`config.mk`:
```
export PLATFORM = sky130hd
export DESIGN_NAME = generic_timer_phys_regs
export DESIGN_NICKNAME = d
export VERILOG_FILES = /design/src/rtl/gtpr_pkg.sv /design/src/rtl/generic_timer_phys_regs.sv /design/src/rtl/gtpr_in_stage.sv /design/src/rtl/gtpr_core.sv /design/src/rtl/gtpr_out_stage.sv
export SDC_FILE = /design/constraint.sdc
export NUM_CORES = 1
export LEC_CHECK = 0
export ABC_AREA = 0
export BUFFER_PORTS_ARGS = -buffer_cell sky130_fd_sc_hd__buf_2
export CAP_MARGIN = 20
export CORE_ASPECT_RATIO = 2
export CORE_MARGIN = 3
export CORE_UTILIZATION = 56
export DETAILED_ROUTE_END_ITERATION = 8
export HOLD_SLACK_MARGIN = 0.15
export PLACE_DENSITY_LB_ADDON = 0.05
export REMOVE_ABC_BUFFERS = 1
export SYNTH_ARGS = -nofsm -noshare
export SYNTH_HDL_FRONTEND = slang
export SYNTH_HIERARCHICAL = 1
export SYNTH_SLANG_ARGS = --single-unit
```
`constraint.sdc`:
```
create_clock -name clock -period 5.9 [get_ports clock]
set_clock_uncertainty 0.2 [all_clocks]
set_input_delay 0.295 -clock clock [delete_from_list [all_inputs] [get_ports clock]]
set_output_delay 0.295 -clock clock [all_outputs]
set_load 0.005 [all_outputs]
```
`src/rtl/gtpr_pkg.sv`:
```
`default_nettype none
package gtpr_pkg;

   typedef enum logic [2:0] {
      OP_TICK    = 3'd0,
      OP_RD_CTL  = 3'd1,
      OP_WR_CTL  = 3'd2,
      OP_RD_TVAL = 3'd3,
      OP_WR_TVAL = 3'd4,
      OP_RD_CVAL = 3'd5,
      OP_WR_CVAL = 3'd6
   } opcode_type;

   // control register bit positions
   localparam int CTL_EN  = 0;
   localparam int CTL_MSK = 1;
   localparam int CTL_PND = 2;

   localparam logic [63:0] LOW32 = 64'h0000_0000_FFFF_FFFF;

   typedef struct packed {
      logic [2:0]  opcode;
      logic        user_mode;
      logic [63:0] write_data;
   } req_type;

   typedef struct packed {
      logic [63:0] read_data;
      logic        access_ok;
      logic        irq_assert;
      logic        irq_level;
   } rsp_type;

   // handshake between the pipeline stages
   typedef struct packed {
      logic valid;
      logic advance;
   } stage_ctl_type;

endpackage
`default_nettype wire

```
`src/rtl/generic_timer_phys_regs.sv`:
```
// An accepted request beat passes the input register, then the response register.
// Throughput: one beat per cycle unless rsp_stall holds the response register;
// counter, compare and control update as a beat moves from input to response register.
// Reset (synchronous, active high) clears counter, compare, control, armed
// flag, user access enable and both stage valids.
`default_nettype none
module generic_timer_phys_regs (
   input  wire         clock,
   input  wire         reset,
   input  wire         req_valid,
   output logic        req_stall,
   input  wire  [2:0]  req_opcode,
   input  wire         req_user_mode,
   input  wire  [63:0] req_write_data,
   output logic        rsp_valid,
   input  wire         rsp_stall,
   output logic [63:0] rsp_read_data,
   output logic        rsp_access_ok,
   output logic        rsp_irq_assert,
   output logic        rsp_irq_level,
   input  wire         csr_wr_en,
   input  wire         csr_wr_data
);
   import gtpr_pkg::*;

   req_type       req_beat;
   req_type       s1_beat;
   rsp_type       core_rsp;
   rsp_type       rsp_beat;
   stage_ctl_type s1_ctl;
   logic          out_free;
   logic          uae_ff, uae_in;

   assign req_beat.opcode     = req_opcode;
   assign req_beat.user_mode  = req_user_mode;
   assign req_beat.write_data = req_write_data;

   assign s1_ctl.advance = s1_ctl.valid && out_free;

   assign uae_in = csr_wr_en ? csr_wr_data : uae_ff;

   always_ff @(posedge clock) begin
      if (reset) begin
         uae_ff <= 1'b0;
      end else begin
         uae_ff <= uae_in;
      end
   end

   gtpr_in_stage u_in (
      .clock      (clock),
      .reset      (reset),
      .req_valid  (req_valid),
      .req_stall  (req_stall),
      .req_beat   (req_beat),
      .advance    (s1_ctl.advance),
      .beat_valid (s1_ctl.valid),
      .beat       (s1_beat)
   );

   gtpr_core u_core (
      .clock              (clock),
      .reset              (reset),
      .fire               (s1_ctl.advance),
      .beat               (s1_beat),
      .user_access_enable (uae_ff),
      .rsp                (core_rsp)
   );

   gtpr_out_stage u_out (
      .clock     (clock),
      .reset     (reset),
      .load      (s1_ctl.advance),
      .rsp_next  (core_rsp),
      .free      (out_free),
      .rsp_valid (rsp_valid),
      .rsp_stall (rsp_stall),
      .rsp_beat  (rsp_beat)
   );

   assign rsp_read_data  = rsp_beat.read_data;
   assign rsp_access_ok  = rsp_beat.access_ok;
   assign rsp_irq_assert = rsp_beat.irq_assert;
   assign rsp_irq_level  = rsp_beat.irq_level;

endmodule
`default_nettype wire

```
`src/rtl/gtpr_in_stage.sv`:
```
`default_nettype none
module gtpr_in_stage (
   input  wire                    clock,
   input  wire                    reset,
   input  wire                    req_valid,
   output logic                   req_stall,
   input  wire gtpr_pkg::req_type req_beat,
   input  wire                    advance,
   output logic                   beat_valid,
   output gtpr_pkg::req_type      beat
);
   import gtpr_pkg::*;

   logic    valid_ff, valid_in;
   req_type beat_ff, beat_in;
   logic    take;

   // stage is free when empty or when its beat moves on this cycle
   assign req_stall = valid_ff && !advance;
   assign take      = req_valid && !req_stall;
   assign valid_in  = take ? 1'b1 : (advance ? 1'b0 : valid_ff);
   assign beat_in   = take ? req_beat : beat_ff;

   always_ff @(posedge clock) begin
      if (reset) begin
         valid_ff <= 1'b0;
      end else begin
         valid_ff <= valid_in;
      end
      beat_ff <= beat_in;
   end

   assign beat_valid = valid_ff;
   assign beat       = beat_ff;

endmodule
`default_nettype wire

```
`src/rtl/gtpr_core.sv`:
```
`default_nettype none
module gtpr_core (
   input  wire                    clock,
   input  wire                    reset,
   input  wire                    fire,
   input  wire gtpr_pkg::req_type beat,
   input  wire                    user_access_enable,
   output gtpr_pkg::rsp_type      rsp
);
   import gtpr_pkg::*;

   logic [63:0] count_ff, count_in;
   logic [2:0]  ctl_ff, ctl_in;
   logic [63:0] cmp_ff, cmp_in;
   logic        armed_ff, armed_in;

   opcode_type  op;
   logic [63:0] count_inc;
   logic [63:0] tval_sum;
   logic [31:0] tval_rd;
   logic        refused;

   assign op        = opcode_type'(beat.opcode);
   assign count_inc = count_ff + 64'd1;
   assign tval_sum  = count_ff + {{32{beat.write_data[31]}}, beat.write_data[31:0]};
   assign tval_rd   = cmp_ff[31:0] - count_ff[31:0];
   // opcode 7 is a no-op and is never refused
   assign refused   = (beat.opcode != OP_TICK) && (beat.opcode <= OP_WR_CVAL) &&
                      beat.user_mode && !user_access_enable;

   always_comb begin
      count_in       = count_ff;
      ctl_in         = ctl_ff;
      cmp_in         = cmp_ff;
      armed_in       = armed_ff;
      rsp.read_data  = 64'd0;
      rsp.access_ok  = 1'b1;
      rsp.irq_assert = 1'b0;
      if (fire) begin
         if (beat.opcode == OP_TICK) begin
            count_in = count_inc;
            if (armed_ff && (count_inc >= cmp_ff)) begin
               ctl_in[CTL_PND] = 1'b1;
               armed_in        = 1'b0;
               rsp.irq_assert  = !ctl_ff[CTL_MSK];
            end
         end else if (refused) begin
            rsp.access_ok = 1'b0;
         end else begin
            case (op)
               OP_RD_CTL: begin
                  rsp.read_data = {61'd0, ctl_ff};
               end
               OP_WR_CTL: begin
                  ctl_in   = {beat.write_data[CTL_EN] & ctl_ff[CTL_PND],
                              beat.write_data[1:0]};
                  armed_in = beat.write_data[CTL_EN];
               end
               OP_RD_TVAL: begin
                  rsp.read_data = {32'd0, tval_rd};
               end
               OP_WR_TVAL: begin
                  cmp_in = tval_sum;
                  if (ctl_ff[CTL_EN]) begin
                     ctl_in[CTL_PND] = 1'b0;
                     armed_in        = 1'b1;
                  end
               end
               OP_RD_CVAL: begin
                  rsp.read_data = cmp_ff;
               end
               OP_WR_CVAL: begin
                  cmp_in = beat.write_data;
                  if (ctl_ff[CTL_EN]) begin
                     ctl_in[CTL_PND] = 1'b0;
                     armed_in        = 1'b1;
                  end
               end
               default: begin
               end
            endcase
         end
      end
      rsp.irq_level = ctl_in[CTL_EN] && ctl_in[CTL_PND] && !ctl_in[CTL_MSK];
   end

   always_ff @(posedge clock) begin
      if (reset) begin
         count_ff <= 64'd0;
         ctl_ff   <= 3'd0;
         cmp_ff   <= 64'd0;
         armed_ff <= 1'b0;
      end else begin
         count_ff <= count_in;
         ctl_ff   <= ctl_in;
         cmp_ff   <= cmp_in;
         armed_ff <= armed_in;
      end
   end

endmodule
`default_nettype wire

```
`src/rtl/gtpr_out_stage.sv`:
```
`default_nettype none
module gtpr_out_stage (
   input  wire                    clock,
   input  wire                    reset,
   input  wire                    load,
   input  wire gtpr_pkg::rsp_type rsp_next,
   output logic                   free,
   output logic                   rsp_valid,
   input  wire                    rsp_stall,
   output gtpr_pkg::rsp_type      rsp_beat
);
   import gtpr_pkg::*;

   logic    valid_ff, valid_in;
   rsp_type rsp_ff, rsp_in;

   assign free     = !valid_ff || !rsp_stall;
   assign valid_in = load ? 1'b1 : (free ? 1'b0 : valid_ff);
   assign rsp_in   = load ? rsp_next : rsp_ff;

   always_ff @(posedge clock) begin
      if (reset) begin
         valid_ff <= 1'b0;
      end else begin
         valid_ff <= valid_in;
      end
      rsp_ff <= rsp_in;
   end

   assign rsp_valid = valid_ff;
   assign rsp_beat  = rsp_ff;

endmodule
`default_nettype wire
```
==> results.toml, run 1 <==
[clock_network]
cts_made_buffers = 26
clkSlewWorstSetupHoldPaths_ns = 0.07
post-cts-setup-buffers = 0
root_buffer = "clkbuf_16"
clock_path_buffers = 3
cts_tree = "done"
clock-sinks = 270
h-tree-depth = 1
insertion_delay_ns = 0.56

[yosys]
synth_top_family_by_area = "compound AO/OA/AOI/OAI gates"
yosysSeqAreaShare_pct = 36.80
synth.mux.area_fraction_pct = 0.4906
async_flop_share_pct = 0
synth-edff-count = 135
synthDistinctLibCells = 82
synth_xor_area_share_pct = 8.968
synth_top_area_share_pct = 22.08
yosys.area.top_type = "edfxtp_1"
synth_fa_ha_area_share_pct = 11.05
ys_ff_latch = 270
syn_area_um2 = 18360
synth_simple_gate_area_share_pct = 18.00
yosys_warnings = 6
synth_area_per_cell_um2 = 8.836
postSynthCellCount = 2078
synth_flop_cell = "edfxtp_1"
synth_compound_area_share_pct = 20.27
yosys-top-cells-area = "edfxtp_1 (22%), dfxtp_1 (15%), ha_1 (11%), xnor2_1 (5.8%), a21oi_1 (4.2%)"

[floorplanning]
core_area_um2 = 32230
io_pins = 143
fp.dieArea_um2 = 35130
die_h_um = 262.1
initial_core_util_pct = 56.97
placementRows = 93
die_w_um = 134.0

[power_and_ir_drop]
p_sw_share_pct = 26.29
irDropWorstVdd_v = 0.0002976
switching_power_uw = 1204
power_leakage_uw = 0.008842
comb_power_share_pct = 14.3
seqPwrFrac_pct = 45.5
power.internal_uw = 3376
pwr-share-clk_pct = 40.2
powerDensity_nw_per_um2 = 216.7

[global_routing]
grt_pass1_vias = 16810
grt_max_degree = 67
grt_overflow = 0
antenna_found_initial = 0
grt.total_usage_pct = 33.42
grt_pass1_wl_um = 91230

[drt]
route.detailed.drc = 0
dr_total_vias = 16550
vias_per_cell = 6.126
met1_length_um = 20060
met2_length_um = 31840
drtIter0Drc = 977
detail_route.first_pass.iterations = 7
totalWireLength_um = 59960
wl_met3_um = 2412
wl_per_cell_um = 22.19
top_layer_used = "met4"
antenna_left = 0

[sta]
slew_headroom_pct = 32.69
max_clock_freq_mhz = 180.5
fin_crit_sh_pct = 93.92
period_minus_slack_ns = 5.541
tightest_slew_ns = 1.010
hold_viol = 0
tns_ns = 0
drv_slew = 0
postLayoutSetupSlackWorst_ns = 0.3588
finalSetupViolations = 0
rsz0062_at_grt = "no"

[critical_path]
cpMaxStageDelayCell = "a2111oi_1"
critPathLaunchType = "register"
path_cells = "nand2_1, or3_1, nor3_4, and4_1, and2_1, nand2_1, xnor2_1, ha_1, a21o_1, a21o_1, a21o_1, a21o_1, a221oi_1, nor2_1, a2111oi_1, buf_4, o221ai_1, a22oi_1, nor2_1"
worstPathRequired_ns = 6.01
critPathArrivalTime_ns = 5.65
path_class = "reg2reg"
cp_max_fo = 8
cpPeakStageDelay_ns = 0.64
critPathBufInv = 1
cp_top_family = "compound AO/OA/AOI/OAI gates"
cp-end-kind = "register"
cpMostUsedCell = "a21o_1"

[run]
drv_cap = 0

[final_layout]
area_growth_pct = 15.09
layout-drive-gt1-share_pct = 10.81
final_area_um2 = 21130
layout.nets = 2490
n_antenna_cell = 0
final_util_pct = 65.56
fill_cells = 2795

[placed_design]
port_buffers = 142
placed_cell_area_um2 = 19460
place_hpwl_um = 45610
gp_congestion = 0.9841
place_worst_setup_slack_ns = 0.4015

[status]
outcome = "complete, no violations"

[worst_hold_path]
hold_path.class = "in2reg"
[metrics by stage]
stage | std cells | total power (µW) | hold slack [ns]
2_1_floorplan | 1988 | 2501 | 0.1641
3_3_place_gp | 2580 | 2723 | 0.2408
3_5_place_dp | 2580 | 2731 | 0.2509
4_1_cts | 2701 | 4605 | 0.2265
5_1_grt | 2702 | 4734 | 0.2463
6_report | 2702 | 4580 | 0.2407
[final timing paths]
kind	slack, ns	from	cells after the start	end
min reg2reg	0.26	u_core/cmp_ff[39]$_SDFFE_PP0P_	2	u_core/cmp_ff[39]$_SDFFE_PP0P_
min	0.24	req_write_data[6]	2	u_in/beat[6]$_DFFE_PP_
max	0.36	u_core/count_ff[0]$_SDFFE_PP0P_	19	u_out/rsp_beat[0]$_DFFE_PP_
max reg2reg	0.36	u_core/count_ff[0]$_SDFFE_PP0P_	19	u_out/rsp_beat[0]$_DFFE_PP_
[registers in the layout (all words and copies together), names as in the netlist]
register	flops
uae_ff	1
u_in/beat	68
u_core/armed_ff	1
u_core/cmp_ff	64
u_out/rsp_valid	1
u_core/count_ff	64
u_core/ctl_ff	3
u_out/rsp_beat	67
u_in/beat_valid	1
[final cells by class]
type / count / area (µm²) / area share (%)
clock buffer: 31 / 700.7 / 3.316
clock inverter: 17 / 229.0 / 1.083
inverter: 122 / 457.9 / 2.167
multi-input combinational: 1596 / 10830 / 51.25
sequential: 270 / 6756 / 31.97
tap: 427 / 534.3 / 2.528
timing repair buffer: 239 / 1624 / 7.685
[worst reg2reg max path, delay by kind of cell (launching register included)]
| family | cells | cell delay, ns |
|---|---|---|
| xor gates and xnor gates | 1 | 0.13 |
| buffers and inverters | 1 | 0.24 |
| DFF | 1 | 0.45 |
| AOI/OAI and AO/OA | 8 | 2.06 |
| adders and majority gates | 1 | 0.30 |
| and+or+nand+nor | 8 | 1.92 |
[cells in the mapped netlist (4+ instances only)]
library cell  instances
nor2_1              197
nand2_1             179
ha_1                159
a21oi_1             155
dfxtp_1             135
edfxtp_1            135
inv_1               121
xnor2_1             121
a21o_1               90
o21ai_0              89
clkbuf_1             80
nand3_1              73
xor2_1               67
a211oi_1             45
and2_1               45
nand4_1              40
nor3_1               29
and3_1               24
or3_1                23
o221ai_1             22
a22oi_1              19
nand2b_1             18
a31oi_1              14
nor2b_1              14
o21bai_1             13
and4_1               11
a22o_1               10
o211ai_1             10
o21a_1               10
a221oi_1              9
mux2i_1               9
a311oi_1              8
or2_2                 8
buf_2                 7
o31ai_1               5
a2111oi_0             4
nor4_1                4
o21ai_1               4
or4_1                 4
[power by group through the flow]
stage	Sequential [µW]	Clock, µW	Combinational, µW
finish	2080	1840	654
global route	2090	1940	710
CTS	2080	1870	648
detailed placement	2120	0	607
global placement	2120	0	599
floorplan	2120	0	385
[cells by family (layout without fill, tap and decap cells)]
kind of cell | Yosys count | in the layout
flip-flops | 270 | 270
adder cells (fa/ha/maj) | 161 | 161
buffers and inverters | 212 | 409
AO/OA/AOI/OAI | 555 | 555
multiplexers | 9 | 9
XOR/XNOR | 188 | 188
AND/OR/NAND/NOR | 683 | 683
[repair_timing]
item,4_1_cts,5_1_grt
gates resized for setup,0,1
endpoints found under the hold margin,123,0
endpoints found under the setup margin,0,1
hold buffers,73,0
[layout by cell type, fill, tap and decap left out, drive strengths merged, types with 15 or more instances in the layout]
| master | Yosys | routed |
|---|---|---|
| nor3 | 32 | 32 |
| dlygate4sd3 | 0 | 73 |
| xnor2 | 121 | 121 |
| nand2 | 180 | 180 |
| nand4 | 41 | 41 |
| inv | 121 | 121 |
| dfxtp | 135 | 135 |
| a21oi | 155 | 155 |
| clkbuf | 80 | 31 |
| o21ai | 94 | 94 |
| a22oi | 19 | 19 |
| a211oi | 46 | 46 |
| nand3 | 74 | 74 |
| buf | 10 | 166 |
| a21o | 90 | 90 |
| o221ai | 22 | 22 |
| edfxtp | 135 | 135 |
| and3 | 24 | 24 |
| or3 | 23 | 23 |
| ha | 159 | 159 |
| nand2b | 18 | 18 |
| xor2 | 67 | 67 |
| and2 | 48 | 48 |
| nor2 | 198 | 198 |
| nor2b | 15 | 15 |
[per-layer routing]
metal  track usage, %  vias to the layer above
met4            26.56                        0
met2            63.73                      587
met3            2.931                      231
met5                0                        -
li1                 -                     7865
met1            32.38                     7869
No activity file was read; power rests on OpenSTA's default activity.
==> run 2, diff against run 1 <==
--- a/config.mk
+++ b/config.mk
@@ -9,7 +9,7 @@
 export BUFFER_PORTS_ARGS = -buffer_cell sky130_fd_sc_hd__buf_2
 export CAP_MARGIN = 20
 export CORE_ASPECT_RATIO = 2
-export CORE_MARGIN = 3
+export CORE_MARGIN = 2
 export CORE_UTILIZATION = 56
 export DETAILED_ROUTE_END_ITERATION = 8
 export HOLD_SLACK_MARGIN = 0.15
==> results.toml, run 2 (synthesis results as in run 1) <==
[global_routing]
grt_pass1_wl_um = 90130
grt_overflow = 0
antenna_found_initial = 0
grt_pass1_vias = 16670
grt.total_usage_pct = 34.04
grt_max_degree = 73

[placed_design]
placed_cell_area_um2 = 19430
gp_congestion = 0.9863
port_buffers = 142
place_hpwl_um = 45580

[floorplanning]
die_w_um = 132.0
io_pins = 143
fp.dieArea_um2 = 34340
core_area_um2 = 32230
placementRows = 93
initial_core_util_pct = 56.97
die_h_um = 260.1

[sta]
period_minus_slack_ns = 5.442
drv_slew = 0
holdWs_ns = 0.2299
finalSetupViolations = 0
max_clock_freq_mhz = 183.8
tightest_slew_ns = 1.051
fin_crit_sh_pct = 92.24
slew_headroom_pct = 29.76
hold_viol = 0
rsz0062_at_grt = "no"

[drt]
antenna_left = 0
detail_route.first_pass.iterations = 6
totalWireLength_um = 59900
met1_length_um = 19960
route.detailed.drc = 0
wl_per_cell_um = 22.20
vias_per_cell = 6.096
wl_met3_um = 2167
dr_total_vias = 16450
top_layer_used = "met4"
met2_length_um = 32640
drtIter0Drc = 974

[critical_path]
worstPathRequired_ns = 6.02
cpMaxStageDelayCell = "a2111oi_1"
cp.depth = 19
cp_top_family = "compound AO/OA/AOI/OAI gates"
critPathArrivalTime_ns = 5.56
critPathLaunchType = "register"
cpPeakStageDelay_ns = 0.56
worstRegToRegCells = 19
path_cells = "nand2_1, or3_1, nor3_4, and4_1, and2_1, nand2_1, xnor2_1, ha_1, a21o_1, a21o_1, a21o_1, a21o_1, a221oi_1, nor2_1, a2111oi_1, buf_4, o221ai_1, a22oi_1, nor2_1"
cp_max_fo = 8
critPathBufInv = 1
cpMostUsedCell = "a21o_1"
path_class = "reg2reg"
cp-end-kind = "register"

[final_layout]
final_common_cell = "nor2_1"
layout.nets = 2486
final_cell_mix = "nor2_1 (194), nand2_1 (178), ha_1 (159), a21oi_1 (155), buf_2 (141)"
area_growth_pct = 14.76
n_antenna_cell = 0
fill_cells = 2779
largest_register = "u_in/beat"
final_area_um2 = 21070
layout-drive-gt1-share_pct = 10.52
largest_reg_flops = 68

[clock_network]
insertion_delay_ns = 0.57
cts_tree = "done"
cts-resized-gates = 0
cts_made_buffers = 26
root_buffer = "clkbuf_16"
cts_hold_buf = 74
h-tree-depth = 1
clock_path_buffers = 3
clkSlewWorstSetupHoldPaths_ns = 0.07
clock-sinks = 270
post-cts-setup-buffers = 0

[power_and_ir_drop]
power_leakage_uw = 0.008829
irDropWorstVdd_v = 0.0002561
powerDensity_nw_per_um2 = 215.1

[status]
outcome = "complete, no violations"

[run]
drv_cap = 0

[worst_hold_path]
hold_depth = 2
hold_path.class = "in2reg"
-- run 2: power breakdown --
part,switching [µW],internal (µW)
clock,767,1020
sequential,46.3,2040
combinational,393,264
-- run 2: layer usage --
layer  vias up  global-route usage, %
li1       7832                      -
met2       524                  67.12
met1      7878                  31.51
met3       212                  3.255
met5         -                      0
met4         0                  26.03
-- run 2: area by class of cell --
| type | count | area, µm² | area share, % |
|---|---|---|---|
| Multi-Input combinational cell | 1596 | 10820 | 51.37 |
| Sequential cell | 270 | 6756 | 32.06 |
| Inverter | 122 | 457.9 | 2.173 |
| Timing Repair Buffer | 235 | 1600 | 7.595 |
| Clock inverter | 17 | 198.9 | 0.9441 |
| Tap cell | 427 | 534.3 | 2.535 |
| Clock buffer | 31 | 699.4 | 3.319 |
-- run 2: worst paths after layout --
check                                  startpoint                             end  slack, ns
setup / recovery  u_core/count_ff[0]$_SDFFE_PP0P_     u_out/rsp_beat[0]$_DFFE_PP_       0.46
hold / removal                 req_write_data[36]         u_in/beat[36]$_DFFE_PP_       0.23
setup reg to reg  u_core/count_ff[0]$_SDFFE_PP0P_     u_out/rsp_beat[0]$_DFFE_PP_       0.46
hold reg to reg    u_core/cmp_ff[52]$_SDFFE_PP0P_  u_core/cmp_ff[52]$_SDFFE_PP0P_       0.26
-- run 2: per-stage QoR --
stage / setup slack (ns) / util [%] / power, µW / cells / setup TNS (ns)
2_1_floorplan: -0.03793 / - / 2501 / 1988 / -2.579
3_3_place_gp: 0.5476 / 60.25 / 2723 / 2575 / 0
3_5_place_dp: 0.4749 / 60.29 / 2734 / 2576 / 0
4_1_cts: 0.4620 / 65.37 / 4544 / 2698 / 0
5_1_grt: 0.02914 / 65.37 / 4669 / 2698 / 0
6_report: 0.4579 / 65.37 / 4533 / 2698 / 0
==> run 3, diff against run 2 <==
--- a/config.mk
+++ b/config.mk
@@ -14,7 +14,6 @@
 export DETAILED_ROUTE_END_ITERATION = 8
 export HOLD_SLACK_MARGIN = 0.15
 export PLACE_DENSITY_LB_ADDON = 0.05
-export REMOVE_ABC_BUFFERS = 1
 export SYNTH_ARGS = -nofsm -noshare
 export SYNTH_HDL_FRONTEND = slang
 export SYNTH_HIERARCHICAL = 1
==> results.toml, run 3 (synthesis results as in run 1) <==
[final_layout]
final_area_um2 = 21140
layout.nets = 2489
layout-drive-gt1-share_pct = 10.69
final_util_pct = 65.57
final_common_cell = "nor2_1"
area_growth_pct = 15.11
final_cell_mix = "nor2_1 (195), nand2_1 (178), ha_1 (159), a21oi_1 (155), buf_2 (141)"
largest_reg_flops = 68
n_antenna_cell = 0
largest_register = "u_in/beat"

[floorplanning]
core_area_um2 = 32230
die_h_um = 260.1
io_pins = 143
placementRows = 93
initial_core_util_pct = 56.97
fp.dieArea_um2 = 34340
die_w_um = 132.0

[worst_hold_path]
hold_path.class = "in2reg"
hold_start = "req_write_data[16]"

[drt]
dr_total_vias = 16730
vias_per_cell = 6.193
antenna_left = 0
detail_route.first_pass.iterations = 6
drtIter0Drc = 959
met1_length_um = 19900
route.detailed.drc = 0
wl_per_cell_um = 23.38
met2_length_um = 33740
top_layer_used = "met4"
wl_met3_um = 2364
totalWireLength_um = 63160

[sta]
max_clock_freq_mhz = 183.1
period_minus_slack_ns = 5.462
fin_crit_sh_pct = 92.58
rsz0062_at_grt = "no"
tightest_slew_ns = 1.055
slew_headroom_pct = 29.70
drv_slew = 0
tns_ns = 0
hold_viol = 0
holdWs_ns = 0.2400
finalSetupViolations = 0
postLayoutSetupSlackWorst_ns = 0.4378

[placed_design]
placed_cell_area_um2 = 19440
place_hpwl_um = 48160
port_buffers = 142
place_worst_setup_slack_ns = 0.5055
gp_congestion = 0.9902

[power_and_ir_drop]
irDropWorstVdd_v = 0.0002407
powerDensity_nw_per_um2 = 217.2
power_leakage_uw = 0.008849

[clock_network]
root_buffer = "clkbuf_16"
clock-sinks = 270
h-tree-depth = 1
post-cts-setup-buffers = 0
clkSlewWorstSetupHoldPaths_ns = 0.07
cts_made_buffers = 27
cts-resized-gates = 0
insertion_delay_ns = 0.56
cts_tree = "done"
clock_path_buffers = 3

[global_routing]
grt_max_degree = 79
grt_overflow = 0
grt.total_usage_pct = 36.06
antenna_found_initial = 0
grt_pass1_wl_um = 94520
grt_pass1_vias = 17280

[critical_path]
critPathLaunchType = "register"
cp_max_fo = 9
path_class = "reg2reg"
crit_start = "u_core/count_ff[18]$_SDFFE_PP0P_"
r2r_start = "u_core/count_ff[18]$_SDFFE_PP0P_"
cp-end-kind = "register"
worstPathRequired_ns = 6.13
critPathArrivalTime_ns = 5.69

[run]
drv_cap = 0

[status]
outcome = "complete, no violations"

[yosys]
synth_nets = 2313
## run 3: worst paths after layout
path / to / slack (ns) / depth (start not counted)
worst max-delay path: u_out/rsp_beat[0]$_DFFE_PP_ / 0.44 / 18
worst min-delay path: u_in/beat[16]$_DFFE_PP_ / 0.24 / 2
worst max register to register: u_out/rsp_beat[0]$_DFFE_PP_ / 0.44 / 18
worst min register to register: u_core/cmp_ff[36]$_SDFFE_PP0P_ / 0.27 / 2
## run 3: cell type report
class | count | area [µm²]
multi-input cells | 1596 | 10820
clock buffers | 32 | 724.4
well taps | 427 | 534.3
flip-flops and latches | 270 | 6756
inverters | 122 | 457.9
clock inverters | 17 | 205.2
repair buffers | 237 | 1637
fillers | 2748 | 11100
## run 3: power breakdown
group,internal [µW],leakage [µW],switching (µW)
registers,2040,0.00241,49.1
clock network,1050,0.000447,780
logic,267,0.00599,400
total,3360,0.00885,1230
## run 3: timing repair
action | in CTS | in global routing
setup endpoints to repair | 0 | 0
hold buffers | 74 | 0
hold endpoints to repair | 112 | 0
## run 3: metrics by stage
stage          std cells  total power (µW)
6_report            2701              4590
5_1_grt             2701              4732
4_1_cts             2700              4596
3_5_place_dp        2577              2738
3_3_place_gp        2577              2730
2_1_floorplan       2078              2515
## run 3: worst max-delay path: stages (launching register included)
cell and delay [ns]:
dfxtp_1 0.48, and4_1 0.30, nand4_1 0.26, nor4_1 0.50
nand3_1 0.28, nor2_1 0.35, and3_1 0.27, and3_1 0.25
nand3_1 0.11, xnor2_1 0.14, ha_1 0.30, nand4_1 0.15
nor2_1 0.13, nand3_1 0.09, or3_1 0.39, or4_1 0.52
o221ai_1 0.30, a22oi_1 0.18, nor2_1 0.11
## run 3: per-layer routing
metal,track usage [%],vias up
li1,-,7862
met1,31.23,7974
met2,69.73,611
met3,3.704,280
met4,35.33,0
met5,0,-
